File: src/rtl/core/chained_hash_table_top_defines.svh
// Assertion macros for the hash table block
`ifndef CHAINED_HASH_TABLE_TOP_DEFINES_SVH
`define CHAINED_HASH_TABLE_TOP_DEFINES_SVH

`ifndef NO_ASSERTIONS
// Consequent in the same cycle
`define CHT_ASSERT_SAME(label, clk, rst_n, ante, cons) \
  label: assert property (@(posedge clk) disable iff (!rst_n) (ante) |-> (cons)) \
    else $error("hash table assertion failed");
// Consequent in the next cycle
`define CHT_ASSERT_NEXT(label, clk, rst_n, ante, cons) \
  label: assert property (@(posedge clk) disable iff (!rst_n) (ante) |=> (cons)) \
    else $error("hash table assertion failed");
`else
`define CHT_ASSERT_SAME(label, clk, rst_n, ante, cons)
`define CHT_ASSERT_NEXT(label, clk, rst_n, ante, cons)
`endif

`endif

File: src/rtl/core/cht_pkg.sv
package cht_pkg;

  localparam int BUCKETS      = 64;
  localparam int POOL_ENTRIES = 256;
  localparam int KEY_BITS     = 16;

  localparam int BKT_W  = (BUCKETS > 1) ? $clog2(BUCKETS) : 1;
  localparam int PTR_W  = (POOL_ENTRIES > 1) ? $clog2(POOL_ENTRIES) : 1;
  localparam int USED_W = $clog2(POOL_ENTRIES + 1);
  localparam int CNT_W  = (KEY_BITS > 1) ? $clog2(KEY_BITS) : 1;
  localparam int BC_W   = 7;
  localparam int ADDR_W = 7;
  localparam int PRB_W  = 9;

  localparam logic [BC_W-1:0] BC_RESET = 7'd5;

  typedef enum logic [2:0] {
    ST_IDLE,
    ST_DIV,
    ST_RDB,
    ST_BKT,
    ST_LINK,
    ST_RDN,
    ST_CMP,
    ST_FIN
  } state_t;

  localparam logic REQ_INSERT = 1'b0;
  localparam logic REQ_SEARCH = 1'b1;

  typedef struct packed {
    logic accept;
    logic div_step;
    logic empty_srch;
    logic chain_start;
    logic set_full;
    logic ins_node;
    logic link;
    logic probe_cmp;
    logic finish;
  } cmd_t;

  typedef struct packed {
    logic div_last;
    logic is_search;
    logic head_valid;
    logic pool_full;
    logic hit;
    logic chain_end;
    logic out_free;
  } status_t;

endpackage

File: src/rtl/core/cht_ctrl.sv
module cht_ctrl (
  input  logic             clk,
  input  logic             rst_n,
  input  logic             in_valid,
  output logic             in_ready,
  input  cht_pkg::status_t status,
  output cht_pkg::cmd_t    cmd
);

  cht_pkg::state_t state_r, state_nxt;

  // hold state
  always_ff @(posedge clk) begin
    if (!rst_n) begin
      state_r <= cht_pkg::ST_IDLE;
    end else begin
      state_r <= state_nxt;
    end
  end

  // sequence one item through hash, bucket lookup, and then an insert or a chain walk
  always_comb begin
    state_nxt = state_r;
    cmd       = '0;
    in_ready  = 1'b0;
    unique case (state_r)
      cht_pkg::ST_IDLE: begin
        in_ready = 1'b1;
        if (in_valid) begin
          cmd.accept = 1'b1;
          state_nxt  = cht_pkg::ST_DIV;
        end
      end
      cht_pkg::ST_DIV: begin
        cmd.div_step = 1'b1;
        if (status.div_last) begin
          state_nxt = cht_pkg::ST_RDB;
        end
      end
      cht_pkg::ST_RDB: begin
        state_nxt = cht_pkg::ST_BKT;
      end
      cht_pkg::ST_BKT: begin
        if (status.is_search) begin
          if (!status.head_valid) begin
            cmd.empty_srch = 1'b1;
            state_nxt      = cht_pkg::ST_FIN;
          end else begin
            cmd.chain_start = 1'b1;
            state_nxt       = cht_pkg::ST_RDN;
          end
        end else if (status.pool_full) begin
          cmd.set_full = 1'b1;
          state_nxt    = cht_pkg::ST_FIN;
        end else begin
          cmd.ins_node = 1'b1;
          state_nxt    = status.head_valid ? cht_pkg::ST_LINK : cht_pkg::ST_FIN;
        end
      end
      cht_pkg::ST_LINK: begin
        cmd.link  = 1'b1;
        state_nxt = cht_pkg::ST_FIN;
      end
      cht_pkg::ST_RDN: begin
        state_nxt = cht_pkg::ST_CMP;
      end
      cht_pkg::ST_CMP: begin
        cmd.probe_cmp = 1'b1;
        state_nxt     = (status.hit || status.chain_end) ? cht_pkg::ST_FIN
                                                         : cht_pkg::ST_RDN;
      end
      cht_pkg::ST_FIN: begin
        if (status.out_free) begin
          cmd.finish = 1'b1;
          state_nxt  = cht_pkg::ST_IDLE;
        end
      end
      default: begin
        state_nxt = cht_pkg::ST_IDLE;
      end
    endcase
  end

endmodule

File: config.mk
export PLATFORM = sky130hd
export DESIGN_NAME = cht_ctrl
export DESIGN_NICKNAME = d
export VERILOG_FILES = /design/src/rtl/core/chained_hash_table_top_defines.svh /design/src/rtl/core/cht_pkg.sv /design/src/rtl/core/cht_ctrl.sv
export SDC_FILE = /design/constraint.sdc
export NUM_CORES = 1
export LEC_CHECK = 0
export ABC_AREA = 1
export BUFFER_PORTS_ARGS = -buffer_cell sky130_fd_sc_hd__buf_2
export CAP_MARGIN = 0
export CORE_AREA = 10 10 47 49
export DETAILED_ROUTE_END_ITERATION = 8
export DIE_AREA = 0 0 57 59
export GPL_TIMING_DRIVEN = 0
export PLACE_DENSITY = 0.56
export SLEW_MARGIN = 40
export SYNTH_ARGS = -nofsm -noshare
export SYNTH_HDL_FRONTEND = slang
export SYNTH_SLANG_ARGS = --single-unit
File: constraint.sdc
create_clock -name clk -period 1.8 [get_ports clk]
set_input_delay 0.18 -clock clk [delete_from_list [all_inputs] [get_ports clk]]
set_output_delay 0.18 -clock clk [all_outputs]
set_load 0.1 [all_outputs]
==> results of run 1 <==
## critical path, delay by kind of cell (launching register included)
family	cells	cell delay, ns
DFF	1	0.51
buffers and inverters	1	0.44
and+or+nand+nor	2	0.31
## final timing paths
kind / from / endpoint / slack [ns] / depth (start not counted)
setup / recovery: state_r[2] / cmd[0] / 0.14 / 3
hold / removal: rst_n / state_r[0] / 0.20 / 3
setup reg to reg: state_r[2] / state_r[1] / 0.64 / 7
hold reg to reg: state_r[1] / state_r[2] / 0.58 / 2
## final cells by class
cell class              instances  area, sq um  share of cell area, %
flip-flops and latches          3        61.31                  13.10
inverters                       9        33.78                  7.219
clock buffers                   4        26.28                  5.615
well taps                      16        20.02                  4.278
repair buffers                 19        106.4                  22.73
multi-input cells              39        220.2                  47.06
## per-layer routing
layer | global-route usage [%] | vias up
li1 | - | 206
met1 | 5.945 | 152
met2 | 7.907 | 16
met3 | 4.936 | 0
met4 | 1.007 | 0
met5 | 0 | -
## stage by stage
stage	area, sq um	instances	setup slack [ns]	power [mW]
finish	467.9	90	0.1384	0.6015
global route	467.9	90	0.01954	0.6450
CTS	460.4	90	0.004239	0.6064
detailed placement	429.2	86	0.2122	0.4832
global placement	429.2	86	0.2070	0.4834
floorplan	314.1	51	-0.3184	0.4226
## placed cells by master (no fill, tap or decap), types with 2 or more instances in the layout
master    Yosys  layout
nor2_1       11       8
nor3_2        2       3
nor2_2        3       6
inv_1         7       7
clkbuf_4      0       3
nand2_1      12      12
buf_4         0       2
a21oi_1       3       3
buf_2         0      16
nand2_2       2       2
inv_2         2       2
dfxtp_1       3       2
## cells by family after synthesis
logic type / share of synthesized area (%)
AOI/OAI and AO/OA: 5.239
DFF: 20.96
buffers and inverters: 11.79
and+or+nand+nor: 62.01
## synth_stat cells
cell type | instances | area, sq um
nor4_1 | 1 | 6.260
inv_1 | 7 | 26.28
a21oi_1 | 3 | 15.01
inv_2 | 2 | 7.510
nor3_2 | 2 | 20.02
nand3_2 | 1 | 10.01
nor2_1 | 11 | 41.29
nand2_2 | 2 | 12.51
dfxtp_1 | 3 | 60.06
nand2_1 | 12 | 45.04
nor2_2 | 3 | 18.77
nor3_1 | 1 | 5.000
nor3b_1 | 1 | 7.510
nand3_1 | 1 | 5.000
nand4_1 | 1 | 6.260
## power by group
group          internal [mW]  total [mW]  switching [mW]
registers             0.0830       0.111          0.0276
logic                 0.0727       0.373           0.300
clock network         0.0831       0.118          0.0352
total                  0.239       0.602           0.363
==> results.json, run 1 <==
{
  "io_buffers": 19,
  "syn2layout_area_growth_pct": 63.32,
  "root_buffer": "clkbuf_4",
  "cts_max_level": 1,
  "drt-vias-per-instance": 4.156,
  "grt_pass1_vias": 355,
  "max_flop_register": "state_r",
  "yosysSeqAreaShare_pct": 20.96,
  "antenna_found_initial": 0,
  "place.gp.congestion": 0.7399,
  "power-per-cell-area_mw_per_mm2": 1285,
  "io_pins": 20,
  "clk_pin_slew_ns": 0.04,
  "leakage_nw": 0.2576,
  "startpoint_type": "flip-flop",
  "endpoint_kind": "primary output",
  "tns_ns": 0,
  "clk_latency_ns": 0.23,
  "drive_gt1_share_pct": 51.35,
  "grt_max_degree": 8,
  "rsz0062_at_grt": "false",
  "highest_layer": "met3",
  "dieArea_sq_mm": 0.003363,
  "drt_iter0_drc": 3,
  "worst_pin_slew_ns": 0.4890,
  "die-width_um": 57,
  "cts_sinks": 3,
  "vias": 374,
  "synthCells": 51,
  "met2WireLength_um": 407,
  "drcViolationCount": 0,
  "largest_reg_flops": 3,
  "yosys_register_bits": 3,
  "hold_class": "primary input to flip-flop",
  "maxCapViolations": 0,
  "worstPathMaxFanout": 7,
  "vdd_ir_drop_max_mv": 0.7321,
  "nFillCells": 160,
  "post-cts-setup-buffer-count": 0,
  "start_util_pct": 20.45,
  "hpwl_um": 754.2,
  "ys.warnings.count": 0,
  "setup_viol": 0,
  "top_regs": "state_r: 3 flops",
  "die_y_um": 59,
  "grt_pass1_wl_um": 1497,
  "outcome": "complete, no violations",
  "grt-ovfl-total": 0,
  "clockBufferDepth": 2,
  "wl_met3_um": 121,
  "yosysUniqueCellTypes": 15,
  "crit_type": "flip-flop to primary output",
  "syn_area_sq_um": 286.5,
  "drv_slew": 0,
  "met1_length_um": 353,
  "n_antenna_cell": 0,
  "period_share_pct": 92.31,
  "numCtsBuffers": 3,
  "cp_slowest_cell": "dfxtp_1",
  "cts_hold_buf": 0,
  "rows": 14,
  "ant_nets": 0,
  "fin_util_pct": 33.39,
  "routed_wl_um": 882,
  "wl_per_cell_um": 9.800,
  "max_freq_ghz": 0.6018,
  "cp.required_ns": 1.62,
  "firstDrtPassIters": 4,
  "cts_tree": "built",
  "final.setup_skew_ns": 0.005702,
  "timing.hold.ws_ns": 0.1992,
  "critPathArrivalTime_ns": 1.48,
  "slew_headroom_pct": 67.62,
  "syn_nets": 61,
  "path_cells": "nand3_1 -> nor2_2 -> buf_2",
  "grt_use_total_pct": 5.491,
  "cts_resized": 2,
  "cp_slowest_stage_delay_ns": 0.51,
  "final_hold_viol_count": 0,
  "fin_crit_ns": 1.662,
  "nets": 85,
  "coreArea_sq_mm": 0.001401,
  "syn_avg_cell_area_sq_um": 5.618
}
No activity file was read; power rests on OpenSTA's default activity.
==> inputs of run 2 (changes only) <==
--- a/config.mk
+++ b/config.mk
@@ -12,6 +12,7 @@
 export DETAILED_ROUTE_END_ITERATION = 8
 export DIE_AREA = 0 0 57 59
 export GPL_TIMING_DRIVEN = 0
+export MAX_ROUTING_LAYER = met4
 export PLACE_DENSITY = 0.56
 export SLEW_MARGIN = 40
 export SYNTH_ARGS = -nofsm -noshare
==> run 2 against run 1 <==
  * Final cell count unchanged
  * Combinational power barely moved
  * Sequential share of layout area did not move
  * Via count did not move
  * Clock power hardly changed
  * Wire length decreased by 0.11%
  * Sequential power hardly changed
  * Core utilization is the same
  * Non-clock buffer count did not move
  * Clock skew about the same
  * Maximum frequency about the same
  * Critical path type unchanged
==> results.json, run 2 (synthesis gave the netlist of run 1 again) <==
{
  "timing.hold.ws_ns": 0.1996,
  "post-cts-setup-buffer-count": 0,
  "period_share_pct": 92.34,
  "swShare_pct": 60.31,
  "setup_viol": 0,
  "max_flop_register": "state_r",
  "startpoint_type": "flip-flop",
  "numCtsBuffers": 3,
  "die-width_um": 57,
  "final.setup_skew_ns": 0.005755,
  "clk_pin_slew_ns": 0.04,
  "stdcell_area_sq_um": 467.9,
  "placed_cells": 86,
  "vdd_ir_drop_max_mv": 0.7313,
  "die_y_um": 59,
  "syn2layout_area_growth_pct": 63.32,
  "largest_reg_flops": 3,
  "drv_slew": 0,
  "rows": 14,
  "routed_wl_um": 881,
  "maxCapViolations": 0,
  "hpwl_um": 754.2,
  "top_regs": "state_r: 3 flops",
  "rr_startpoint": "state_r[2]",
  "worst-r2r-setup-slack_ns": 0.64,
  "start_util_pct": 20.45,
  "drt_iter0_drc": 3,
  "power_uw": 601.4,
  "p_sw_uw": 362.7,
  "nets": 85,
  "hold_class": "primary input to flip-flop",
  "cts_max_level": 1,
  "slew_headroom_pct": 67.62,
  "grt_pass1_vias": 354,
  "antenna_found_initial": 0,
  "root_buffer": "clkbuf_4",
  "place_area_sq_um": 429.2,
  "layout_common_cells": "buf_2 (16), nand2_1 (12), nor2_1 (8)",
  "ant_nets": 0,
  "drt-vias-per-instance": 4.156,
  "timing.rr.end": "state_r[1]",
  "critPathArrivalTime_ns": 1.48,
  "clkPwrFrac_pct": 19.6,
  "holdCritStartpoint": "rst_n",
  "grt_max_degree": 8,
  "hold_end": "state_r[0]",
  "grt-ovfl-total": 0,
  "final_common_cell": "buf_2",
  "grt_pass1_wl_um": 1504,
  "reg2reg_depth": 7,
  "nFillCells": 160,
  "combPwrFrac_pct": 62.0,
  "cts_sinks": 3,
  "io_buffers": 19,
  "vias": 374,
  "firstDrtPassIters": 4,
  "grt_use_total_pct": 5.644,
  "cp.required_ns": 1.62,
  "n_antenna_cell": 0,
  "worstPathMaxFanout": 7,
  "power-per-cell-area_mw_per_mm2": 1285,
  "rsz0062_at_grt": "false",
  "drcViolationCount": 0,
  "layout.cells.non_filler": 90,
  "max_freq_ghz": 0.6017,
  "worst_pin_slew_ns": 0.4890,
  "startpoint": "state_r[2]",
  "io_pins": 20,
  "cts_tree": "built",
  "internal_power_uw": 238.7,
  "leakage_nw": 0.2576,
  "power_frac_seq_pct": 18.4,
  "final_hold_viol_count": 0,
  "pre_cts_slack_ns": 0.2122,
  "place.gp.congestion": 0.7491,
  "fin_crit_ns": 1.662,
  "dieArea_sq_mm": 0.003363,
  "coreArea_sq_mm": 0.001401,
  "clockBufferDepth": 2,
  "setup_ws_ns": 0.1380,
  "min_path_cells": 3,
  "clk_latency_ns": 0.23,
  "tns_ns": 0,
  "drive_gt1_share_pct": 51.35,
  "wl_per_cell_um": 9.789,
  "endpoint_kind": "primary output",
  "crit_type": "flip-flop to primary output",
  "outcome": "complete, no violations",
  "fin_util_pct": 33.39
}
[run 2: power by group through the flow]
| stage | clock network (mW) | logic [mW] | registers [mW] |
|---|---|---|---|
| global placement | 0 | 0.372 | 0.111 |
| global route | 0.134 | 0.398 | 0.113 |
| floorplan | 0 | 0.318 | 0.105 |
| finish | 0.118 | 0.373 | 0.111 |
| CTS | 0.123 | 0.375 | 0.109 |
| detailed placement | 0 | 0.373 | 0.110 |
[run 2: routing by layer]
metal,vias up,routed length [um],GRT usage (%)
met1,152,378,6.302
met5,-,0,-
met4,0,0,1.007
met3,0,97,4.292
met2,16,404,7.907
li1,206,-,-
[run 2: timing repair]
action                                  in CTS  in global routing
gates resized for setup                      2                  4
endpoints found under the setup margin       2                  3
hold endpoints to repair                     0                  0
gates cloned                                 0                  0
hold buffers                                 0                  0
[run 2: worst max-delay path by stage]
stage	slack, ns	endpoint	cells past startpoint
final	0.14	cmd[0]	3
after global routing	0.02	cmd[0]	3
after CTS	0.004	cmd[4]	5
after detailed placement	0.21	cmd[3]	5
after global placement	0.21	cmd[3]	5
after floorplan	-0.32	cmd[3]	4
[run 2: final cells by class]
cell class | count | area (sq um) | area share [%]
Inverter | 9 | 33.78 | 7.219
Tap cell | 16 | 20.02 | 4.278
Sequential cell | 3 | 61.31 | 13.10
Clock buffer | 4 | 26.28 | 5.615
Multi-Input combinational cell | 39 | 220.2 | 47.06
Timing Repair Buffer | 19 | 106.4 | 22.73
[run 2: worst max-delay path, stage by stage (launching register included)]
cell     delay (ns)
dfxtp_1        0.51
nand3_1        0.18
nor2_2         0.13
buf_2          0.44
